<file path="config.mk">
export PLATFORM = sky130hd
export DESIGN_NAME = weekday_alarm_table_unit_flat
export DESIGN_NICKNAME = d
export VERILOG_FILES = /design/src/rtl/core/wat_pkg.sv /design/src/rtl/core/wat_channels.sv /design/src/rtl/core/wat_mem.sv /design/src/rtl/core/wat_eval.sv /design/src/rtl/core/weekday_alarm_table_unit.sv /design/src/flat_wrapper.sv
export VERILOG_INCLUDE_DIRS = /design/src /design/src/rtl/core
export SDC_FILE = /design/constraint.sdc
export NUM_CORES = 1
export LEC_CHECK = 0
export ABC_AREA = 1
export CORE_MARGIN = 4
export CORE_UTILIZATION = 25
export CTS_BUF_LIST = sky130_fd_sc_hd__clkbuf_8
export CTS_CLUSTER_DIAMETER = 60
export DETAILED_ROUTE_END_ITERATION = 8
export DONT_BUFFER_PORTS = 1
export SYNTH_ARGS = -nofsm -noshare
export SYNTH_HDL_FRONTEND = slang
export SYNTH_HIERARCHICAL = 1
export SYNTH_SLANG_ARGS = --single-unit
</file>
<file path="constraint.sdc">
create_clock -name clk -period 5.15 [get_ports clk]
set_input_delay 0 -clock clk [delete_from_list [all_inputs] [get_ports clk]]
set_output_delay 0 -clock clk [all_outputs]
set_load 0.03 [all_outputs]
</file>
<file path="src/rtl/core/weekday_alarm_table_unit_macros.svh">
// Assertion macros for the alarm table RTL.
// Included by files that carry concurrent assertions; no other dependencies.
`ifndef WEEKDAY_ALARM_TABLE_UNIT_MACROS_SVH
`define WEEKDAY_ALARM_TABLE_UNIT_MACROS_SVH
`ifndef NO_ASSERTIONS
// Same-cycle implication, disabled during reset.
`define WAT_ASSERT_IMP(lbl, clk, rst, ante, cons, msg) \
  lbl: assert property (@(posedge clk) disable iff (rst) (ante) |-> (cons)) else $error(msg);
// Next-cycle implication, disabled during reset.
`define WAT_ASSERT_NXT(lbl, clk, rst, ante, cons, msg) \
  lbl: assert property (@(posedge clk) disable iff (rst) (ante) |=> (cons)) else $error(msg);
`else
`define WAT_ASSERT_IMP(lbl, clk, rst, ante, cons, msg)
`define WAT_ASSERT_NXT(lbl, clk, rst, ante, cons, msg)
`endif
`endif

</file>
<file path="src/rtl/core/wat_pkg.sv">
// Package for the weekday alarm table: entry layout, codes and constants.
// No dependencies; every RTL file but the assertion macros header imports it.
`default_nettype none
package wat_pkg;

  localparam int DEF_ALARM_SLOTS = 32;

  localparam int CFG_INDEX_W = 2;
  localparam int CFG_DATA_W  = 7;

  localparam logic [CFG_INDEX_W-1:0] REG_SNOOZE_MINUTES   = 2'd0;
  localparam logic [CFG_INDEX_W-1:0] REG_DEFAULT_DAY_MASK = 2'd1;

  localparam logic [5:0] SNOOZE_RESET   = 6'd5;
  localparam logic [6:0] DAY_MASK_RESET = 7'd127;
  localparam logic [5:0] MAX_SNOOZE     = 6'd59;
  localparam logic [6:0] MINUTES_PER_HR = 7'd60;
  localparam logic [4:0] LAST_HOUR      = 5'd23;
  localparam logic [4:0] HOURS_PER_DAY  = 5'd24;
  localparam logic [2:0] DAYS_PER_WEEK  = 3'd7;

  localparam logic [2:0] CMD_TICK    = 3'd0;
  localparam logic [2:0] CMD_ADD     = 3'd1;
  localparam logic [2:0] CMD_DELETE  = 3'd2;
  localparam logic [2:0] CMD_TOGGLE  = 3'd3;
  localparam logic [2:0] CMD_SNOOZE  = 3'd4;
  localparam logic [2:0] CMD_DISMISS = 3'd5;

  localparam logic [2:0] ST_OK          = 3'd0;
  localparam logic [2:0] ST_FULL        = 3'd1;
  localparam logic [2:0] ST_BAD_TIME    = 3'd2;
  localparam logic [2:0] ST_BAD_INDEX   = 3'd3;
  localparam logic [2:0] ST_NOT_RINGING = 3'd4;

  typedef struct packed {
    logic [4:0] hour;
    logic [5:0] minute;
    logic [6:0] mask;
    logic       active;
    logic       triggered;
  } wat_entry_t;

  // Result of evaluating one entry against a tick.
  typedef struct packed {
    wat_entry_t entry;
    logic       fire;
  } wat_eval_t;

endpackage
`default_nettype wire

</file>
<file path="src/rtl/core/wat_channels.sv">
// Valid/ready channel interfaces for the alarm table: request, response, config.
// Depends on wat_pkg for the configuration widths.
`default_nettype none
interface wat_req_if import wat_pkg::*; ();
  logic       valid;
  logic       ready;
  logic [2:0] cmd;
  logic [4:0] hour;
  logic [5:0] minute;
  logic [2:0] weekday;
  logic [4:0] entry_index;
  modport source (output valid, cmd, hour, minute, weekday, entry_index, input ready);
  modport sink (input valid, cmd, hour, minute, weekday, entry_index, output ready);
endinterface

interface wat_rsp_if import wat_pkg::*; ();
  logic       valid;
  logic       ready;
  logic [2:0] status;
  logic       ringing;
  logic [4:0] ring_index;
  logic       new_ring;
  logic [5:0] alarm_count;
  logic       entry_active;
  modport source (output valid, status, ringing, ring_index, new_ring, alarm_count,
                  entry_active, input ready);
  modport sink (input valid, status, ringing, ring_index, new_ring, alarm_count,
                entry_active, output ready);
endinterface

interface wat_cfg_if import wat_pkg::*; ();
  logic                   valid;
  logic                   ready;
  logic [CFG_INDEX_W-1:0] index;
  logic [CFG_DATA_W-1:0]  data;
  modport source (output valid, index, data, input ready);
  modport sink (input valid, index, data, output ready);
endinterface
`default_nettype wire

</file>
<file path="src/rtl/core/wat_mem.sv">
// Alarm entry storage: one write port and one registered read port.
// Depends on wat_pkg for the entry layout.
`default_nettype none
module wat_mem import wat_pkg::*; #(
  parameter int DEPTH = DEF_ALARM_SLOTS
) (
  input  wire logic                                 clk,
  input  wire logic                                 we,
  input  wire logic [(DEPTH > 1 ? $clog2(DEPTH) : 1)-1:0] waddr,
  input  wire wat_entry_t                           wdata,
  input  wire logic [(DEPTH > 1 ? $clog2(DEPTH) : 1)-1:0] raddr,
  output wat_entry_t                                rdata
);

  wat_entry_t mem [DEPTH];

  always_ff @(posedge clk) begin
    if (we) begin
      mem[waddr] <= wdata;
    end
    rdata <= mem[raddr];
  end

endmodule
`default_nettype wire

</file>
<file path="src/rtl/core/wat_eval.sv">
// Shared match unit: compares one stored entry with the tick time and weekday.
// Depends on wat_pkg for the entry and result types.
`default_nettype none
module wat_eval import wat_pkg::*; (
  input  wire wat_entry_t entry,
  input  wire logic [4:0] hour,
  input  wire logic [5:0] minute,
  input  wire logic [2:0] weekday,
  output wat_eval_t       result
);

  logic [6:0] day_bit;
  logic       same_time;
  logic       hit;

  always_comb begin
    day_bit   = (weekday < DAYS_PER_WEEK) ? (7'd1 << weekday) : 7'd0;
    same_time = (entry.hour == hour) && (entry.minute == minute);
    hit       = entry.active && ((entry.mask & day_bit) != 7'd0) && same_time;
    result.entry = entry;
    result.fire  = 1'b0;
    if (hit) begin
      // A matching entry fires only once until the time moves on.
      if (!entry.triggered) begin
        result.entry.triggered = 1'b1;
        result.fire = 1'b1;
      end
    end else if (!same_time) begin
      result.entry.triggered = 1'b0;
    end
  end

endmodule
`default_nettype wire

</file>
<file path="src/rtl/core/weekday_alarm_table_unit.sv">
// Top level of the weekday alarm table: sequencer, state registers, channels.
// Depends on wat_pkg, wat_channels, wat_mem, wat_eval and the assertion macros.
`default_nettype none
`include "weekday_alarm_table_unit_macros.svh"

// The unit holds up to ALARM_SLOTS alarm entries in a single-port-write,
// registered-read memory and takes one request transaction at a time; req.ready
// is low while a request is being worked on. Add, snooze, dismiss and unused
// codes go straight to the final step. Toggle does one memory read, then one
// write back. A tick walks the held entries through the shared match unit at
// one entry per cycle once the first read is registered. A delete moves every
// later entry down one place, one entry per cycle. Each request produces
// exactly one response transaction; the response sits in an output register,
// and the sequencer holds in its final step until that register is free.
// Configuration transactions are always accepted and take effect at once;
// they are meant to be issued only while the unit is idle. Entries at or above
// the current count are never used, so the memory needs no clearing after reset.
module weekday_alarm_table_unit import wat_pkg::*; #(
  parameter int ALARM_SLOTS = DEF_ALARM_SLOTS
) (
  input  wire logic clk,
  input  wire logic rst,
  wat_cfg_if.sink   cfg,
  wat_req_if.sink   req,
  wat_rsp_if.source rsp
);

  localparam int IDX_W = (ALARM_SLOTS > 1) ? $clog2(ALARM_SLOTS) : 1;
  localparam int CNT_W = $clog2(ALARM_SLOTS + 1);
  localparam logic [CNT_W-1:0] SLOTS_C = CNT_W'(ALARM_SLOTS);

  typedef enum logic [2:0] {
    S_IDLE,
    S_SCAN,
    S_SHIFT,
    S_TOGGLE,
    S_FINISH
  } state_t;

  state_t state;

  // Configuration registers.
  logic [5:0] snooze_minutes;
  logic [6:0] default_day_mask;

  // Architectural state.
  logic [CNT_W-1:0] count;
  logic             ring_flag;
  logic [4:0]       last_idx;

  // Captured request fields used by multi-cycle commands.
  logic [4:0]       hour_q;
  logic [5:0]       minute_q;
  logic [2:0]       weekday_q;
  logic [IDX_W-1:0] idx_q;

  // Walk pointers: rd_ptr is the next address to read, pend_addr the address
  // whose data appears at the memory output this cycle.
  logic [CNT_W-1:0] rd_ptr;
  logic [IDX_W-1:0] pend_addr;

  // Response fields being assembled.
  logic [2:0] status_q;
  logic       new_ring_q;
  logic       act_q;

  // Memory and match unit connections.
  logic             mem_we;
  logic [IDX_W-1:0] mem_waddr;
  wat_entry_t       mem_wdata;
  logic [IDX_W-1:0] mem_raddr;
  wat_entry_t       mem_rdata;
  wat_eval_t        eval;

  // Decode of the incoming request, used in the idle state, plus toggle and response helpers.
  logic             accept;
  logic             full;
  logic             idx_ok;
  logic             add_time_ok;
  logic             snz_time_ok;
  logic [5:0]       snz_add;
  logic [6:0]       snz_sum;
  logic [5:0]       snz_minute;
  logic [4:0]       snz_hour;
  logic [CNT_W-1:0] req_idx;
  logic             rsp_free;
  wat_entry_t       new_entry;
  wat_entry_t       toggled;

  assign req.ready = (state == S_IDLE);
  assign cfg.ready = 1'b1;
  assign accept    = req.valid && req.ready;
  assign rsp_free  = !rsp.valid || rsp.ready;

  always_comb begin
    full        = (count >= SLOTS_C);
    idx_ok      = ({2'b00, req.entry_index} < 7'(count));
    req_idx     = CNT_W'(req.entry_index);
    add_time_ok = (req.hour < HOURS_PER_DAY) && ({1'b0, req.minute} < MINUTES_PER_HR);
    snz_time_ok = add_time_ok && (req.weekday < DAYS_PER_WEEK);
    // The snooze amount is clamped to 59 minutes.
    snz_add     = (snooze_minutes > MAX_SNOOZE) ? MAX_SNOOZE : snooze_minutes;
    snz_sum     = {1'b0, req.minute} + {1'b0, snz_add};
    if (snz_sum >= MINUTES_PER_HR) begin
      snz_minute = 6'(snz_sum - MINUTES_PER_HR);
      snz_hour   = (req.hour == LAST_HOUR) ? 5'd0 : req.hour + 5'd1;
    end else begin
      snz_minute = snz_sum[5:0];
      snz_hour   = req.hour;
    end
    new_entry           = '0;
    new_entry.active    = 1'b1;
    new_entry.triggered = 1'b0;
    if (req.cmd == CMD_SNOOZE) begin
      new_entry.hour   = snz_hour;
      new_entry.minute = snz_minute;
      new_entry.mask   = 7'd1 << req.weekday;
    end else begin
      new_entry.hour   = req.hour;
      new_entry.minute = req.minute;
      new_entry.mask   = default_day_mask;
    end
    toggled           = mem_rdata;
    toggled.active    = !mem_rdata.active;
    toggled.triggered = 1'b0;
  end

  // Memory port steering. During a tick or delete walk, reads run ahead of the
  // write-back, so the two ports never address the same entry in one cycle.
  always_comb begin
    mem_we    = 1'b0;
    mem_waddr = pend_addr;
    mem_wdata = eval.entry;
    mem_raddr = rd_ptr[IDX_W-1:0];
    case (state)
      S_IDLE: begin
        mem_waddr = count[IDX_W-1:0];
        mem_wdata = new_entry;
        case (req.cmd)
          CMD_TICK:   mem_raddr = '0;
          CMD_DELETE: mem_raddr = IDX_W'(req_idx + CNT_W'(1));
          default:    mem_raddr = IDX_W'(req_idx);
        endcase
        if (accept && !full) begin
          mem_we = (req.cmd == CMD_ADD && add_time_ok) ||
                   (req.cmd == CMD_SNOOZE && ring_flag && snz_time_ok);
        end
      end
      S_SCAN: begin
        mem_we = 1'b1;
      end
      S_SHIFT: begin
        mem_we    = 1'b1;
        mem_waddr = pend_addr - IDX_W'(1);
        mem_wdata = mem_rdata;
      end
      S_TOGGLE: begin
        mem_we    = 1'b1;
        mem_waddr = idx_q;
        mem_wdata = toggled;
      end
      default: begin
        mem_we = 1'b0;
      end
    endcase
  end

  wat_mem #(
    .DEPTH (ALARM_SLOTS)
  ) u_mem (
    .clk   (clk),
    .we    (mem_we),
    .waddr (mem_waddr),
    .wdata (mem_wdata),
    .raddr (mem_raddr),
    .rdata (mem_rdata)
  );

  wat_eval u_eval (
    .entry   (mem_rdata),
    .hour    (hour_q),
    .minute  (minute_q),
    .weekday (weekday_q),
    .result  (eval)
  );

  always_ff @(posedge clk) begin
    if (rst) begin
      state            <= S_IDLE;
      snooze_minutes   <= SNOOZE_RESET;
      default_day_mask <= DAY_MASK_RESET;
      count            <= '0;
      ring_flag        <= 1'b0;
      last_idx         <= '0;
      rsp.valid        <= 1'b0;
    end else begin
      if (cfg.valid) begin
        case (cfg.index)
          REG_SNOOZE_MINUTES:   snooze_minutes   <= cfg.data[5:0];
          REG_DEFAULT_DAY_MASK: default_day_mask <= cfg.data[6:0];
          default: ;
        endcase
      end

      // A response taken at this edge frees the output register, unless the
      // final step loads the next response into it in the same cycle.
      if (rsp.valid && rsp.ready && state != S_FINISH) begin
        rsp.valid <= 1'b0;
      end

      case (state)
        S_IDLE: begin
          if (accept) begin
            hour_q     <= req.hour;
            minute_q   <= req.minute;
            weekday_q  <= req.weekday;
            idx_q      <= IDX_W'(req_idx);
            new_ring_q <= 1'b0;
            act_q      <= 1'b0;
            case (req.cmd)
              CMD_TICK: begin
                status_q <= ST_OK;
                if (count != '0) begin
                  pend_addr <= '0;
                  rd_ptr    <= CNT_W'(1);
                  state     <= S_SCAN;
                end else begin
                  state <= S_FINISH;
                end
              end
              CMD_ADD: begin
                state <= S_FINISH;
                if (full) begin
                  status_q <= ST_FULL;
                end else if (!add_time_ok) begin
                  status_q <= ST_BAD_TIME;
                end else begin
                  status_q <= ST_OK;
                  count    <= count + CNT_W'(1);
                end
              end
              CMD_DELETE: begin
                if (!idx_ok) begin
                  status_q <= ST_BAD_INDEX;
                  state    <= S_FINISH;
                end else if (req_idx + CNT_W'(1) < count) begin
                  status_q  <= ST_OK;
                  pend_addr <= IDX_W'(req_idx + CNT_W'(1));
                  rd_ptr    <= req_idx + CNT_W'(2);
                  state     <= S_SHIFT;
                end else begin
                  status_q <= ST_OK;
                  count    <= count - CNT_W'(1);
                  state    <= S_FINISH;
                end
              end
              CMD_TOGGLE: begin
                if (!idx_ok) begin
                  status_q <= ST_BAD_INDEX;
                  state    <= S_FINISH;
                end else begin
                  status_q <= ST_OK;
                  state    <= S_TOGGLE;
                end
              end
              CMD_SNOOZE: begin
                state <= S_FINISH;
                if (!ring_flag) begin
                  status_q <= ST_NOT_RINGING;
                end else if (full) begin
                  status_q <= ST_FULL;
                end else if (!snz_time_ok) begin
                  status_q <= ST_BAD_TIME;
                end else begin
                  status_q  <= ST_OK;
                  count     <= count + CNT_W'(1);
                  ring_flag <= 1'b0;
                end
              end
              CMD_DISMISS: begin
                status_q  <= ST_OK;
                ring_flag <= 1'b0;
                state     <= S_FINISH;
              end
              default: begin
                status_q <= ST_OK;
                state    <= S_FINISH;
              end
            endcase
          end
        end
        S_SCAN: begin
          if (eval.fire) begin
            ring_flag  <= 1'b1;
            last_idx   <= 5'(pend_addr);
            new_ring_q <= 1'b1;
          end
          if (rd_ptr < count) begin
            pend_addr <= rd_ptr[IDX_W-1:0];
            rd_ptr    <= rd_ptr + CNT_W'(1);
          end else begin
            state <= S_FINISH;
          end
        end
        S_SHIFT: begin
          if (rd_ptr < count) begin
            pend_addr <= rd_ptr[IDX_W-1:0];
            rd_ptr    <= rd_ptr + CNT_W'(1);
          end else begin
            count <= count - CNT_W'(1);
            state <= S_FINISH;
          end
        end
        S_TOGGLE: begin
          act_q <= toggled.active;
          state <= S_FINISH;
        end
        S_FINISH: begin
          if (rsp_free) begin
            rsp.valid        <= 1'b1;
            rsp.status       <= status_q;
            rsp.ringing      <= ring_flag;
            rsp.ring_index   <= last_idx;
            rsp.new_ring     <= new_ring_q;
            rsp.alarm_count  <= 6'(count);
            rsp.entry_active <= act_q;
            state            <= S_IDLE;
          end
        end
        default: begin
          state <= S_IDLE;
        end
      endcase
    end
  end

  `WAT_ASSERT_NXT(a_busy_after_accept, clk, rst, accept, !req.ready,
                  "request accepted but unit still ready next cycle")
  `WAT_ASSERT_IMP(a_scan_in_range, clk, rst, state == S_SCAN, 7'(pend_addr) < 7'(count),
                  "tick walk reached an entry beyond the count")
  `WAT_ASSERT_NXT(a_delete_shrinks, clk, rst, state == S_SHIFT && !(rd_ptr < count),
                  count == $past(count) - CNT_W'(1),
                  "delete did not reduce the entry count by one")
  `WAT_ASSERT_IMP(a_new_ring_rings, clk, rst, rsp.valid && rsp.new_ring, rsp.ringing,
                  "new alarm reported without the ring flag set")

endmodule
`default_nettype wire
</file>
<file path="src/flat_wrapper.sv">
// flat-port wrapper written by rule: the top's interface ports become plain ports
module weekday_alarm_table_unit_flat import wat_pkg::*;
#(
  parameter int ALARM_SLOTS = DEF_ALARM_SLOTS
)
  (clk, rst, cfg_valid, cfg_index, cfg_data, cfg_ready, req_valid, req_cmd, req_hour, req_minute, req_weekday, req_entry_index, req_ready, rsp_valid, rsp_status, rsp_ringing, rsp_ring_index, rsp_new_ring, rsp_alarm_count, rsp_entry_active, rsp_ready);
  wat_cfg_if cfg_i ();
  wat_req_if req_i ();
  wat_rsp_if rsp_i ();
  input  wire logic clk;
  input  wire logic rst;
  input wire logic [$bits(cfg_i.valid)-1:0] cfg_valid;
  input wire logic [$bits(cfg_i.index)-1:0] cfg_index;
  input wire logic [$bits(cfg_i.data)-1:0] cfg_data;
  output wire logic [$bits(cfg_i.ready)-1:0] cfg_ready;
  input wire logic [$bits(req_i.valid)-1:0] req_valid;
  input wire logic [$bits(req_i.cmd)-1:0] req_cmd;
  input wire logic [$bits(req_i.hour)-1:0] req_hour;
  input wire logic [$bits(req_i.minute)-1:0] req_minute;
  input wire logic [$bits(req_i.weekday)-1:0] req_weekday;
  input wire logic [$bits(req_i.entry_index)-1:0] req_entry_index;
  output wire logic [$bits(req_i.ready)-1:0] req_ready;
  output wire logic [$bits(rsp_i.valid)-1:0] rsp_valid;
  output wire logic [$bits(rsp_i.status)-1:0] rsp_status;
  output wire logic [$bits(rsp_i.ringing)-1:0] rsp_ringing;
  output wire logic [$bits(rsp_i.ring_index)-1:0] rsp_ring_index;
  output wire logic [$bits(rsp_i.new_ring)-1:0] rsp_new_ring;
  output wire logic [$bits(rsp_i.alarm_count)-1:0] rsp_alarm_count;
  output wire logic [$bits(rsp_i.entry_active)-1:0] rsp_entry_active;
  input wire logic [$bits(rsp_i.ready)-1:0] rsp_ready;
  assign cfg_i.valid = cfg_valid;
  assign cfg_i.index = cfg_index;
  assign cfg_i.data = cfg_data;
  assign cfg_ready = cfg_i.ready;
  assign req_i.valid = req_valid;
  assign req_i.cmd = req_cmd;
  assign req_i.hour = req_hour;
  assign req_i.minute = req_minute;
  assign req_i.weekday = req_weekday;
  assign req_i.entry_index = req_entry_index;
  assign req_ready = req_i.ready;
  assign rsp_valid = rsp_i.valid;
  assign rsp_status = rsp_i.status;
  assign rsp_ringing = rsp_i.ringing;
  assign rsp_ring_index = rsp_i.ring_index;
  assign rsp_new_ring = rsp_i.new_ring;
  assign rsp_alarm_count = rsp_i.alarm_count;
  assign rsp_entry_active = rsp_i.entry_active;
  assign rsp_i.ready = rsp_ready;
  weekday_alarm_table_unit #(.ALARM_SLOTS(ALARM_SLOTS)) u_core (.clk(clk), .rst(rst), .cfg(cfg_i), .req(req_i), .rsp(rsp_i));
endmodule
</file>
==> summary.md <==
| Metric | Value |
|---|---|
| Skew-Pair Late Insertion Delay | `0.75 ns` |
| Total track usage | `12.4%` |
| Worst hold-check slack | `0.0735 ns` |
| Final Util | `28.9%` |
| Pleak | `13.7 nW` |
| Drc violations | `0` |
| Core box area | `0.128 sq mm` |
| Num rows | `131` |
| Final worst setup slack | `1.24 ns` |
| Max-Cap Viols | `0` |
| Input/output buffers | `0` |
| Yosys reg bits | `741` |
| Setup bufs post-CTS | `0` |
| Final #Nets | `3,158` |
| Library cells used by synthesis | `52` |
| First-pass GRT wire length | `132,000 microns` |
| CP Max Fanout | `17` |
| Detailed-route via count | `22,300` |
| CTS buffer count | `113` |
| Die width | `367 microns` |
| Cts hold-fix bufs | `75` |
| Setup TNS Final | `0 ns` |
| Die Ht | `367 microns` |
| Grt ovf | `0` |
| DIE AREA | `0.135 sq mm` |
| CTS Sinks | `741` |
| Vias per inst | `4.60` |
| Drt wl/cell | `17.8 microns` |
| TritonRoute pass-1 iters | `5` |
| Syn Std Cell Area | `0.0322 sq mm` |
| P&R area growth vs syn | `14.5%` |
| Maximum root-to-sink buffer count | `3` |
| Status | `finished, final reports clean` |
| Initial antenna violation count | `3` |
| Mean Syn Cell Area | `10.7 sq um` |
| Placed wire-length estimate | `47,700 microns` |
| Fmax | `0.256 GHz` |
| Required time of the critical path | `5.69 ns` |
| Htree depth | `3` |
| CTS tree | `yes` |
| RSZ-0062 raised after global routing | `false` |
| Most frequent cells in the layout | `nand2_1 (1,114), edfxtp_1 (692), nand3_1 (550), inv_1 (127), clkbuf_8 (122)` |
| RePlAce Congestion | `0.818` |
| Critical path class | `flip-flop to flip-flop` |
| Seq/Total Area, Yosys | `67.5%` |
| Post-Synthesis Net Count | `3,067` |
| Initial core utilization | `25.2%` |
| Critical Path End Type | `flip-flop` |
| Final slew viol count | `0` |
| Largest net degree at the start of global routing | `161` |
| Most common cell after layout, fill and taps aside | `nand2_1` |
| Share of cells above drive strength 1 | `9.66%` |
| Placement Setup Slack | `1.30 ns` |
| Yosys warning total | `6` |
| Total power | `0.0156 W` |
| Data arrival time of the critical path | `4.46 ns` |
| Post-cts resize count | `0` |
| Worst Tran Pin Value | `1.13 ns` |
| Root Buffer | `clkbuf_8` |
| Cell area power density | `423 mW/mm^2` |
| Period Utilization, post-route | `76.0%` |
| Iter 0 DRT Violations | `2,063` |
| Setup-failing EPs final | `0` |
| Setup Skew | `0.0564 ns` |
| Peak supply drop | `279 uV` |
| Final wirelength | `86,200 microns` |
| Rel. slew slack | `24.5%` |
| Vias in the first global route | `21,200` |
| Fin crit period | `3.91 ns` |
| Setup crit start kind | `flip-flop` |
| Reg clk slew, reported paths | `0.06 ns` |
| Endpoints failing hold | `0` |
| # IOs | `56` |
| Hold Crit Class | `input port to flip-flop` |
| Mapped Cells | `3,001` |
| Post-route ant nets | `0` |
sequential cells by signal (all words and copies together) (netlist names), 5 cells and up:
| register | flops |
|---|---|
| u_core/default_day_mask | 7 |
| u_core/count | 6 |
| u_core/rsp.ring_index | 5 |
| u_core/rd_ptr | 6 |
| u_core/idx_q | 5 |
| u_core/hour_q | 5 |
| u_core/pend_addr | 5 |
| u_core/u_mem/rdata | 20 |
| u_core/rsp.alarm_count | 6 |
| u_core/u_mem/mem | 640 |
| u_core/last_idx | 5 |
| u_core/snooze_minutes | 6 |
| u_core/minute_q | 6 |
power breakdown:
part / switching [W] / internal, W / total (W) / leakage [nW]
Combinational: 0.00270 / 0.000935 / 0.00363 / 5.78
Clock: 0.00228 / 0.00238 / 0.00466 / 1.22
Sequential: 0.000193 / 0.00712 / 0.00731 / 6.66
Total: 0.00517 / 0.0104 / 0.0156 / 13.7
through the flow:
stage	instances	area (sq um)
final	4843	36900
after global routing	4842	36900
after CTS	4841	36900
after detailed placement	4564	34000
after global placement	4564	34000
after floorplan	3001	32200
area by class of cell:
class	count	area, sq um
inverter	105	408
sequential	741	21800
clock inverter	80	460
antenna	2	5.00
tap	1662	2080
clock buffer	122	1680
multi-input combinational	1981	9090
fill	13100	91000
timing repair buffer	150	1400
logic make-up after synthesis:
| logic type | Yosys count | share of synthesized area [%] |
|---|---|---|
| AOI/OAI and AO/OA | 119 | 2.26 |
| xor gates and xnor gates | 16 | 0.458 |
| adders and majority gates | 30 | 1.19 |
| buffers and inverters | 279 | 4.82 |
| DFF | 741 | 67.5 |
| other | 1 | 0.0116 |
| and+or+nand+nor | 1815 | 23.7 |
cells in the mapped netlist, drive strengths merged:
master | number | share of area, %
a2111oi | 1 | 0.027
inv | 104 | 1.2
a22oi | 12 | 0.28
o31ai | 1 | 0.023
buf | 151 | 3.3
edfxtp | 692 | 64
o32ai | 2 | 0.054
a21o | 1 | 0.023
o22ai | 1 | 0.019
or2 | 6 | 0.12
nand2 | 1117 | 13
xor2 | 9 | 0.27
nand4 | 11 | 0.23
a31o | 1 | 0.027
xnor2 | 7 | 0.19
a21oi | 37 | 0.59
o21ai | 39 | 0.61
a22o | 3 | 0.082
nand3 | 553 | 8.6
o2111ai | 8 | 0.22
nor4 | 1 | 0.019
conb | 1 | 0.012
a221oi | 1 | 0.027
a32oi | 2 | 0.054
fa | 1 | 0.062
a211oi | 2 | 0.047
nor3 | 10 | 0.19
dfxtp | 49 | 3.0
ha | 29 | 1.1
clkbuf | 23 | 0.28
clkinv | 1 | 0.012
nor2 | 116 | 1.5
o21a | 3 | 0.070
o211ai | 5 | 0.12
and2 | 1 | 0.019
routing by layer:
layer	track usage (%)	vias to the layer above	wire length (microns)
met5	0	-	0
met4	4.02	0	2000
met3	2.02	133	6060
met2	20.1	818	40400
met1	17.1	10800	37800
li1	-	10500	-
final timing paths:
kind | depth (start not counted) | slack, ns | startpoint | end
max reg2reg | 15 | 1.24 | u_core/snooze_minutes[5] | u_core/u_mem/mem[1][13]
min reg2reg | 0 | 0.42 | u_core/status_q[2] | u_core/rsp.status[2]
max | 15 | 1.24 | u_core/snooze_minutes[5] | u_core/u_mem/mem[1][13]
min | 1 | 0.07 | req_weekday[2] | u_core/weekday_q[2]
worst max-delay path, stage by stage (launching register included):
cell     delay (ns)
dfxtp_1        0.33
nand4_1        0.10
inv_1          0.06
or2_2          0.28
ha_1           0.23
fa_1           0.47
xor2_2         0.20
ha_1           0.24
nand2_1        0.07
nor2_1         0.04
nand2_1        0.09
nand3_2        0.22
nand2_1        0.11
o21ai_0        0.12
o21ai_2        0.79
buf_4          0.34
(Power assumes the default switching activity.)
